### src/hdl/ctpt_pkg.sv
package ctpt_pkg;

  localparam int unsigned TableDepth = 16;
  localparam int unsigned MapBits    = 32;
  localparam int unsigned IdxW       = $clog2(TableDepth);
  localparam int unsigned CntW       = $clog2(TableDepth + 1);
  localparam int unsigned MapIdxW    = $clog2(MapBits);

  typedef enum logic [3:0] {
    OpInsert  = 4'd0,
    OpDelete  = 4'd1,
    OpLocate  = 4'd2,
    OpExists  = 4'd3,
    OpCount   = 4'd4,
    OpGet     = 4'd5,
    OpSet     = 4'd6,
    OpMin     = 4'd7,
    OpMinExcl = 4'd8,
    OpMinGt   = 4'd9,
    OpMax     = 4'd10,
    OpSetBit  = 4'd11,
    OpClear   = 4'd12,
    OpAll8    = 4'd13,
    OpThrough = 4'd14
  } op_e;

  typedef enum logic [1:0] {
    StOk       = 2'd0,
    StNotFound = 2'd1,
    StFull     = 2'd2,
    StEmpty    = 2'd3
  } status_e;

  typedef enum logic [2:0] {
    WrNone   = 3'd0,
    WrInsert = 3'd1,
    WrDelete = 3'd2,
    WrPacket = 3'd3,
    WrMap    = 3'd4
  } wr_kind_e;

  typedef struct packed {
    logic [31:0]        addr;
    logic [15:0]        port;
    logic [7:0]         pkt;
    logic [MapBits-1:0] map;
  } entry_t;

  typedef struct packed {
    wr_kind_e        kind;
    logic [IdxW-1:0] idx;
    entry_t          data;
  } wr_cmd_t;

  typedef struct packed {
    logic               found;
    logic [IdxW-1:0]    hit_idx;
    logic [7:0]         hit_pkt;
    logic [MapBits-1:0] hit_map;
    logic [7:0]         head_pkt;
    logic               have_best;
    logic [7:0]         best;
  } scan_res_t;

endpackage

### src/hdl/ctpt_store.sv
module ctpt_store (
  input  logic                          clk_i,
  input  ctpt_pkg::wr_cmd_t             wr_i,
  input  logic [ctpt_pkg::IdxW-1:0]     rd_idx_i,
  output ctpt_pkg::entry_t              rd_o
);
  import ctpt_pkg::*;

  entry_t mem_q [TableDepth];

  // Entry storage: insert shifts every slot one place older, delete closes the gap.
  always_ff @(posedge clk_i) begin
    case (wr_i.kind)
      WrInsert: begin
        for (int i = TableDepth - 1; i > 0; i--) begin
          mem_q[i] <= mem_q[i-1];
        end
        mem_q[0] <= wr_i.data;
      end
      WrDelete: begin
        for (int i = 0; i < TableDepth - 1; i++) begin
          if (IdxW'(i) >= wr_i.idx) mem_q[i] <= mem_q[i+1];
        end
      end
      WrPacket: mem_q[wr_i.idx].pkt <= wr_i.data.pkt;
      WrMap:    mem_q[wr_i.idx].map <= wr_i.data.map;
      default: ;
    endcase
  end

  // Single read port used by the scan.
  assign rd_o = mem_q[rd_idx_i];

endmodule

### src/hdl/ctpt_scan.sv
module ctpt_scan (
  input  logic                      clk_i,
  input  logic                      rst_ni,
  input  logic                      clear_i,
  input  logic                      step_i,
  input  logic [ctpt_pkg::IdxW-1:0] idx_i,
  input  ctpt_pkg::entry_t          entry_i,
  input  ctpt_pkg::op_e             op_i,
  input  logic [31:0]               addr_i,
  input  logic [15:0]               port_i,
  input  logic [7:0]                pk_i,
  output ctpt_pkg::scan_res_t       res_o
);
  import ctpt_pkg::*;

  logic found_q, have_q;
  logic [IdxW-1:0]    hit_idx_q;
  logic [7:0]         hit_pkt_q, head_pkt_q, best_q;
  logic [MapBits-1:0] hit_map_q;
  logic               match, better;

  // Shared compare unit: key match and one step of the min or max reduction.
  assign match = (entry_i.addr == addr_i) && (entry_i.port == port_i);

  always_comb begin
    case (op_i)
      OpMin:     better = !have_q || (entry_i.pkt < best_q);
      OpMax:     better = !have_q || (entry_i.pkt > best_q);
      OpMinExcl: better = (entry_i.pkt != pk_i) && (!have_q || (entry_i.pkt < best_q));
      OpMinGt:   better = (entry_i.pkt > pk_i) && (!have_q || (entry_i.pkt < best_q));
      default:   better = 1'b0;
    endcase
  end

  // Flags of the reduction.
  always_ff @(posedge clk_i or negedge rst_ni) begin
    if (!rst_ni) begin
      found_q <= 1'b0;
      have_q  <= 1'b0;
    end else if (clear_i) begin
      found_q <= 1'b0;
      have_q  <= 1'b0;
    end else if (step_i) begin
      if (match) found_q <= 1'b1;
      if (better) have_q <= 1'b1;
    end
  end

  // Captured values; the first match is the newest entry.
  always_ff @(posedge clk_i) begin
    if (step_i && !clear_i) begin
      if (match && !found_q) begin
        hit_idx_q <= idx_i;
        hit_pkt_q <= entry_i.pkt;
        hit_map_q <= entry_i.map;
      end
      if (idx_i == '0) head_pkt_q <= entry_i.pkt;
      if (better) best_q <= entry_i.pkt;
    end
  end

  assign res_o = '{found: found_q, hit_idx: hit_idx_q, hit_pkt: hit_pkt_q,
                   hit_map: hit_map_q, head_pkt: head_pkt_q,
                   have_best: have_q, best: best_q};

endmodule

### src/hdl/client_packet_tracking_table_top.sv
// Channel  | Signals                                          | Direction
// command  | start_i, busy_o, operation_i, ip_address_i,      | in
//          | port_i, packet_number_i                          |
// result   | done_o, status_o, flag_o, position_o,            | out
//          | packet_value_o, entry_count_o                    |
//
// An item is launched, then each valid entry passes in turn through the shared
// compare unit, and then the update is applied and the result is registered.
// done_o pulses for one cycle; busy_o is low in that cycle, so a new item may start.
// Reset empties the table; entry contents are not cleared.
// The receiver cannot stall: each result is shown exactly once.
module client_packet_tracking_table_top (
  input  logic              clk_i,
  input  logic              rst_ni,
  input  logic              start_i,
  output logic              busy_o,
  input  logic [3:0]        operation_i,
  input  logic [31:0]       ip_address_i,
  input  logic [15:0]       port_i,
  input  logic [7:0]        packet_number_i,
  output logic              done_o,
  output logic [1:0]        status_o,
  output logic              flag_o,
  output logic [4:0]        position_o,
  output logic signed [8:0] packet_value_o,
  output logic [4:0]        entry_count_o
);
  import ctpt_pkg::*;

  typedef enum logic [2:0] {
    SIdle = 3'b001,
    SScan = 3'b010,
    SExec = 3'b100
  } state_e;

  state_e state_q, state_d;
  logic [CntW-1:0] count_q, count_d;
  logic [IdxW-1:0] idx_q;
  logic [3:0]      op_q;
  logic [31:0]     addr_q;
  logic [15:0]     port_q;
  logic [7:0]      pk_q;
  logic            accept, scan_last;
  entry_t          rd_entry;
  wr_cmd_t         wr;
  scan_res_t       res;

  status_e         status_d;
  logic            flag_d;
  logic [4:0]      position_d;
  logic [8:0]      value_d;
  logic [MapBits-1:0] need;
  logic            pk_in_map;

  assign busy_o    = (state_q != SIdle);
  assign accept    = start_i && !busy_o;
  assign scan_last = (CntW'(idx_q) == count_q - CntW'(1));

  ctpt_store u_store (
    .clk_i    (clk_i),
    .wr_i     (wr),
    .rd_idx_i (idx_q),
    .rd_o     (rd_entry)
  );

  ctpt_scan u_scan (
    .clk_i   (clk_i),
    .rst_ni  (rst_ni),
    .clear_i (accept),
    .step_i  (state_q == SScan),
    .idx_i   (idx_q),
    .entry_i (rd_entry),
    .op_i    (op_e'(op_q)),
    .addr_i  (addr_q),
    .port_i  (port_q),
    .pk_i    (pk_q),
    .res_o   (res)
  );

  // Sequencer.
  always_comb begin
    state_d = state_q;
    case (state_q)
      SIdle: if (accept) state_d = (count_q == '0) ? SExec : SScan;
      SScan: if (scan_last) state_d = SExec;
      SExec: state_d = SIdle;
      default: state_d = SIdle;
    endcase
  end

  // Update and result of the finished scan.
  assign pk_in_map = (pk_q < 8'(MapBits));
  assign need = {MapBits{1'b1}} >> (MapIdxW'(MapBits - 1) - pk_q[MapIdxW-1:0]);

  always_comb begin
    wr         = '{kind: WrNone, idx: res.hit_idx, data: '0};
    status_d   = StOk;
    flag_d     = 1'b0;
    position_d = '0;
    value_d    = '0;
    count_d    = count_q;
    wr.data.addr = addr_q;
    wr.data.port = port_q;
    wr.data.pkt  = pk_q;
    case (op_q)
      OpInsert: begin
        if (count_q == CntW'(TableDepth)) status_d = StFull;
        else begin
          wr.kind = WrInsert;
          count_d = count_q + CntW'(1);
        end
      end
      OpDelete: begin
        if (!res.found) status_d = StNotFound;
        else begin
          wr.kind = WrDelete;
          count_d = count_q - CntW'(1);
        end
      end
      OpLocate: begin
        if (!res.found) status_d = StNotFound;
        else position_d = 5'(CntW'(res.hit_idx) + CntW'(1));
      end
      OpExists: flag_d = res.found;
      OpCount: ;
      OpGet: begin
        if (!res.found) begin
          status_d = StNotFound;
          value_d  = 9'h1FF;
        end else value_d = {1'b0, res.hit_pkt};
      end
      OpSet: begin
        if (!res.found) status_d = StNotFound;
        else wr.kind = WrPacket;
      end
      OpMin, OpMinExcl, OpMinGt, OpMax: begin
        if (count_q == '0) begin
          status_d = StEmpty;
          value_d  = 9'h1FF;
        end else if (res.have_best) value_d = {1'b0, res.best};
        else if (op_q == OpMinExcl) value_d = {1'b0, res.head_pkt};
        else value_d = {1'b0, pk_q};
      end
      OpSetBit: begin
        if (!res.found || !pk_in_map) status_d = StNotFound;
        else begin
          wr.kind     = WrMap;
          wr.data.map = res.hit_map | (MapBits'(1) << pk_q[MapIdxW-1:0]);
        end
      end
      OpClear: begin
        if (!res.found) status_d = StNotFound;
        else wr.kind = WrMap;
      end
      OpAll8: begin
        if (!res.found) status_d = StNotFound;
        else flag_d = &res.hit_map[7:0];
      end
      OpThrough: begin
        if (!res.found) status_d = StNotFound;
        else if (pk_in_map) flag_d = ((res.hit_map & need) == need);
      end
      default: status_d = StNotFound;
    endcase
    if (state_q != SExec) begin
      wr.kind = WrNone;
      count_d = count_q;
    end
  end

  // Control registers.
  always_ff @(posedge clk_i or negedge rst_ni) begin
    if (!rst_ni) begin
      state_q <= SIdle;
      count_q <= '0;
      done_o  <= 1'b0;
      idx_q   <= '0;
    end else begin
      state_q <= state_d;
      count_q <= count_d;
      done_o  <= (state_q == SExec);
      if (accept) idx_q <= '0;
      else if (state_q == SScan) idx_q <= idx_q + IdxW'(1);
    end
  end

  // Latched command and registered result.
  always_ff @(posedge clk_i) begin
    if (accept) begin
      op_q   <= operation_i;
      addr_q <= ip_address_i;
      port_q <= port_i;
      pk_q   <= packet_number_i;
    end
    if (state_q == SExec) begin
      status_o       <= status_d;
      flag_o         <= flag_d;
      position_o     <= position_d;
      packet_value_o <= value_d;
      entry_count_o  <= 5'(count_d);
    end
  end

  // The table never holds more entries than it has slots.
  a_count_bound: assert property (@(posedge clk_i) disable iff (!rst_ni)
    count_q <= CntW'(TableDepth)) else $error("entry count over depth");

  // A result follows the update step and leaves the block free.
  a_done_idle: assert property (@(posedge clk_i) disable iff (!rst_ni)
    done_o |-> !busy_o) else $error("result while busy");

  // A full report only happens on a full table.
  a_full: assert property (@(posedge clk_i) disable iff (!rst_ni)
    (done_o && status_o == StFull) |-> (count_q == CntW'(TableDepth)))
    else $error("full status on table with room");

  // The scan never runs past the valid entries.
  a_scan_range: assert property (@(posedge clk_i) disable iff (!rst_ni)
    (state_q == SScan) |-> (CntW'(idx_q) < count_q)) else $error("scan out of range");

endmodule
### config.mk
export PLATFORM = sky130hd
export DESIGN_NAME = client_packet_tracking_table_top
export DESIGN_NICKNAME = d
export VERILOG_FILES = /design/src/hdl/ctpt_pkg.sv /design/src/hdl/ctpt_store.sv /design/src/hdl/ctpt_scan.sv /design/src/hdl/client_packet_tracking_table_top.sv
export SDC_FILE = /design/constraint.sdc
export NUM_CORES = 2
export LEC_CHECK = 0
export ABC_CLOCK_PERIOD_IN_PS = 5510
export BUFFER_PORTS_ARGS = -buffer_cell sky130_fd_sc_hd__buf_2
export CORE_ASPECT_RATIO = 1.75
export CORE_MARGIN = 3
export CORE_UTILIZATION = 58
export CTS_CLUSTER_SIZE = 28
export DETAILED_ROUTE_END_ITERATION = 8
export HOLD_SLACK_MARGIN = 0.02
export PLACE_DENSITY = 0.77
export SLEW_MARGIN = 20
export SYNTH_ARGS = -nofsm -noshare
export SYNTH_HDL_FRONTEND = slang
export SYNTH_SLANG_ARGS = --single-unit
### constraint.sdc
create_clock -name clk_i -period 5.51 [get_ports clk_i]
set_input_delay 0.8265 -clock clk_i [delete_from_list [all_inputs] [get_ports clk_i]]
set_output_delay 0.8265 -clock clk_i [all_outputs]
set_load 0.01 [all_outputs]
Word-level counts from Yosys, hierarchy flattened
Memories as Yosys holds them, arrays and structs flattened.
Cells that the tools add are included.
Widths: inputs -> output; s select.
- memories kept: 1
- word-level logic and storage cells: 236
- bits in writable memories: 1408
- flip-flop bits (word level): 157
- input port bits: 63
- output and inout port bits: 24
- memory list (memory ; depth ; bits a word ; rd ports ; clocked after memory_dff ; write ports ; line ; text):
    u_store.mem_q ; 16 ; 88 ; 17 ; 0 ; 16 ; ctpt_store.sv:9 ; entry_t mem_q [TableDepth];
- add/subtract/negate cells: 5
- bitwise gates (word level): 17
- shift operators: 2
- multiplexer cells: 109
- reduce and logical (&&, ||, !) cells: 32
- eq/ne operators: 31
- $lt $le $gt $ge: 19
- operators by type and width (kind ; count):
    $mux 88 ; 16
    $reduce_or 88->1 ; 1
    $eq 32x32->1 ; 2
    $mux 32 ; 2
    $mux 1 ; 63
    $and 32x32->32 ; 1
    $or 32x32->32 ; 1
    $shl 1x5->32 const A ; 1
    $shr 32x5->32 const A ; 1
    $eq 4x4->1 const B ; 7
    $ge 4x4->1 const A ; 7
    $mux 3 ; 7
    $mux 9 ; 2
    $pmux 9 s2 ; 1
    $eq 16x16->1 ; 1
    $eq 4x3->1 const B ; 4
    $ge 3x4->1 const A ; 4
    $gt 8x8->1 ; 2
    $mux 8 ; 2
    $mux 5 ; 3
    $or 1x1->1 ; 15
    $pmux 3 s5 ; 1
    $reduce_and 2->1 ; 7
    $mux 4 ; 3
    other kinds (37) ; 61

Depth between registers and ports, before layout
- word-level depth: 11
- depth in mapped cells: 20
- mapped depth without buffers: 12

Modules after synthesis
From an unflattened synthesis, not the netlist that was laid out.
- cell total of the unflattened synthesis: 6136
- area, all modules: 80800.0 µm²
- by module, submodules not included (module ; cells an instance ; area an instance (µm²) ; instances ; seq. area each (µm²)):
    ctpt_store ; 5515 ; 73153.9 ; 1 ; 42280.6
    client_packet_tracking_table_top ; 419 ; 4730.8 ; 1 ; 2788.9
    ctpt_scan ; 202 ; 2915.3 ; 1 ; 1851.8

Least setup slack after synthesis
Ideal clock, no wire load.
- path kind: reg-to-reg
- start point: reg op_q[1]
- end point: mem u_store.mem_q[13][40] (netlist name), enable pin
- arrival: 4.913 ns
- library setup time: 0.402 ns
- clock period less this slack: 5.315 ns
- required time: 5.108 ns
- buffers on the path: 4
- path slack: 0.195 ns
- stages on the path, launching flop included: 11
- path through: edfxtp_1 > clkbuf_1 > nor4_1 > a32oi_1 > or3_1 > clkbuf_1 > clkinv_1 > clkbuf_1 > clkbuf_1 > nor2_1 > inv_1
- RTL lines (item ; line ; text):
    start, declared ; client_packet_tracking_table_top.sv:39 ; logic [3:0] op_q;
    start signal, assigned ; client_packet_tracking_table_top.sv:190 ; op_q <= operation_i;
    end, declared ; ctpt_store.sv:9 ;

Worst setup path after layout
- start point: reg idx_q[1]
- end point: reg u_scan.hit_map_q[27], enable pin
- cells in the longest elaborated chain, start to end: 5
- elaborated cells on any way between the ends: 6
- classes of those cells: eq/ne: 2; reduce/logical: 3; memory: 1
- ends and longest elaborated chain (item ; line ; text):
    start, declared ; client_packet_tracking_table_top.sv:38 ; logic [IdxW-1:0] idx_q;
    start signal, assigned ; client_packet_tracking_table_top.sv:183 ; else if (state_q == SScan) idx_q <= idx_q + IdxW'(1);
    $mem_v2 16x88 (*) ; - ;
    $eq 32x32->1 or $eq 16x16->1 (tied branches) ; ctpt_scan.sv:23 ; assign match = (entry_i.addr == addr_i) && (entry_i.port == port_i);
    $logic_and 1x1->1 (*) ; ctpt_scan.sv:23 ;
    $logic_and 1x1->1 (*) ; ctpt_scan.sv:52 ; if (match && !found_q) begin
    $reduce_and 2->1 (no source line) (*) ; - ;
    end signal, assigned ; ctpt_scan.sv:55 ; hit_map_q <= entry_i.map;
    end, declared ; ctpt_scan.sv:19 ; logic [MapBits-1:0] hit_map_q;
Every way passes the cells marked *; elsewhere a longest branch is shown, timed or not.
A chain may end at the register's enable or synchronous reset.

==> results.ini <==
[floorplan]
die_h_um = 502
ios = 87
coreArea_um2 = 139000
chipWidth_um = 289
start_util_pct = 58.6
fp-row-count = 181
dieArea_um2 = 145000

[synth]
synthTopCellsByCount = 1868 x nand2_1, 1550 x edfxtp_1, 485 x nor2_1
synth_edf_count = 1550
synth-xor-area-share_pct = 0.730
yosysMostFrequentCell = nand2_1
synthCells = 6883
muxShareOfSynthArea_pct = 17.6
yosysWarnings = 0
synthSimpleGateAreaFrac_pct = 12.2
synth_top_cell_by_area = edfxtp_1
synth_fa_ha_area_share_pct = 0.380
synthTopCellsByArea = edfxtp_1 57%, mux4_2 10%, nand2_1 8.6%
ys.flop_type = edfxtp_1
syn_nets = 6970
synth_seq_area_share_pct = 57.5
synth-async-reset-ratio_pct = 0.958
synth_top_family_by_area = multiplexers
synthesis.area_um2 = 81600
synth_compound_area_share_pct = 8.59
synth_seq_cells = 1565
synth_top_cell_area_share_pct = 57.1
syn_avg_cell_area_um2 = 11.8
synth_cell_type_count = 74

[cts]
htree_levels = 4
clkSlewWorstSetupHoldPaths_ps = 70
cts_tree = built
clock_sinks = 1565
postCtsSetupBuffers = 0
cts_buffers = 145
clock_latency_ps = 820
cts_buffer_depth = 3
cts-root-buf = clkbuf_16

[run]
drv_cap = 0

[sta]
report.final.slew_viol_count = 0
final-setup-viol-count = 1
whs_ps = 189
fin_crit_ps = 5510
tns_ps = -0.0138
rsz0062_at_grt = false
min_period_over_period_pct = 100
slew_headroom_pct = 11.9
clock.fmax_mhz = 181
finalHoldViolations = 0
worst_slew_pin_slew_ps = 1290
skew_ps = 47.1
worst_slack_ps = -0.0138

[final_layout]
multiInputGateArea_um2 = 32700
nFillCells = 10300
instances_no_fill = 8719
syn2layout_area_growth_pct = 9.33
regArea_um2 = 46900
drive_above_1_share_pct = 17.5
nets = 6859
fin_area_um2 = 89200

[global_route]
antenna_found_initial = 9
overflow = 0
grtUsageMet3_pct = 10.2
met2_usage_pct = 61.6
grt_max_degree = 93
grt.busiest_layer = met2
grt_pass1_wl_um = 418000
grt_pass1_vias = 63900
grtUsageTotal_pct = 39.7
grt_use_met1_pct = 44.9

[routing]
drc = 0
drt_first_pass_iters = 7
drt-total-wl_um = 289000
viasPerCell = 7.33
drtIter0Drc = 10500
post_drt_wl_per_cell_um = 33.1
ant_nets = 0
dr_total_vias = 63900

[place]
gp_congestion = 0.987
placedInstanceArea_um2 = 84600
hpwlAfterDp_um = 171000
placedCellCount = 8453
port_buffers = 86

[setup_path]
crit_path_start = idx_q[1]$_DFFE_PN0P_
r2r-start = idx_q[1]$_DFFE_PN0P_
path_buf_inv = 3
worstRegToRegCells = 10
worstSetupPathType = register to register
worstPathArrival_ps = 5960
crit_path_start_kind = register
crit_cells = 10
worstPathMaxFanout = 44
cp_common_cell = buf_12
slowest_stage = a211oi_1
crit_family = compound AO/OA/AOI/OAI gates
worstSetupEndpointType = register
crit_chain = buf_12 > buf_4 > mux4_2 > mux2i_1 > xnor2_1 > a211oi_1 > nand4_1 > a21oi_1 > and4_2 > buf_12
slowest_delay_ps = 920
crit_required_ps = 5960

[hold_path]
hold_depth = 1
hp-class = input pin to register
min-delay-start = ip_address_i[29]

[run_status]
violations = setup timing
status = finished with violations

[power]
power_density_nw_per_um2 = 316
p_leak_nw = 31.1
totalPowerFinal_mw = 28.1
ir_drop_mv = 0.344

[power by group]
group,internal (mW),leakage [nW],switching (mW)
Sequential,13.4,14.1,0.404
Clock,5.29,2.20,4.75
Combinational,1.80,14.8,2.55
[final timing paths]
path | endpoint | slack (ps)
min in group asynchronous | idx_q[3]$_DFFE_PN0P_ | 550
setup reg to reg | u_scan.hit_map_q[27]$_DFFE_PP_ | -0.01
setup / recovery | u_scan.hit_map_q[27]$_DFFE_PP_ | -0.01
max in group asynchronous | idx_q[1]$_DFFE_PN0P_ | 4540
hold / removal | addr_q[29]$_DFFE_PP_ | 190
hold reg to reg | u_store.mem_q[15][80]$_DFFE_PN_ | 460
[stage by stage]
step | utilization, % | worst slack, ps
after global routing | 64.0 | 61.9
after floorplan | - | 195
after global placement | 60.7 | -1.13
after CTS | 64.0 | 170
final | 64.0 | -0.0138
after detailed placement | 60.7 | -41.4
[layer usage]
metal	wire length, um	vias up
met5	38	-
met4	32800	6
met3	39200	1856
met2	132000	6287
met1	84500	30500
li1	-	25300
[timing repair]
item / in CTS / in global routing
setup endpoints to repair: 44 / 0
endpoints found under the hold margin: 14 / 0
hold buffers: 1 / 0
resized for setup: 1 / 0
[area by class of cell]
class / count / area share (%)
clock inverters: 79 / 0.718
flip-flops and latches: 1565 / 52.6
inverters: 69 / 0.302
clock buffers: 183 / 4.33
repair buffers: 278 / 2.79
diodes: 2 / 0.00561
well taps: 1830 / 2.57
multi-input cells: 4713 / 36.6
[cell usage in the layout, fill, tap and decap left out, types with 14 or more instances in the layout]
master	synthesis	routed
a22o_1	43	43
a211oi_1	14	14
clkbuf_1	413	30
nor3_1	27	26
a31oi_1	111	111
ha_1	24	24
nand4_1	14	14
nor2_1	485	476
buf_4	14	141
mux2_2	262	262
buf_2	52	86
clkbuf_16	0	146
nand2_1	1868	1845
nand2_4	0	18
nand3_1	39	27
a22oi_1	119	119
clkinv_2	0	24
edfxtp_1	1550	1550
o21ai_0	298	298
mux4_2	366	366
a21oi_1	321	313
xnor2_1	55	53
a222oi_1	24	24
o21a_1	35	35
inv_1	60	57
nor2b_1	18	18
mux2i_1	296	296
clkinv_1	5	33
buf_12	0	49
o22ai_1	115	115
[cell families (layout without fill, tap and decap cells)]
logic type / after synthesis / count (layout)
AND/OR/NAND/NOR: 2535 / 2535
AO/OA/AOI/OAI: 1153 / 1153
buffers and inverters: 605 / 609
flip-flops: 1565 / 1565
adder cells (fa/ha/maj): 25 / 25
other: 0 / 2
multiplexers: 932 / 932
XOR/XNOR: 68 / 68
[flip-flops by register name, indices dropped and copies added (netlist names), 5 cells and up]
register           cells
u_scan.head_pkt_q      8
u_store.mem_q       1408
entry_count_o          5
packet_value_o         9
u_scan.hit_map_q      32
addr_q                32
pk_q                   8
count_q                5
u_scan.best_q          8
u_scan.hit_pkt_q       8
position_o             5
port_q                16
Power figures use the tool's default switching activity.
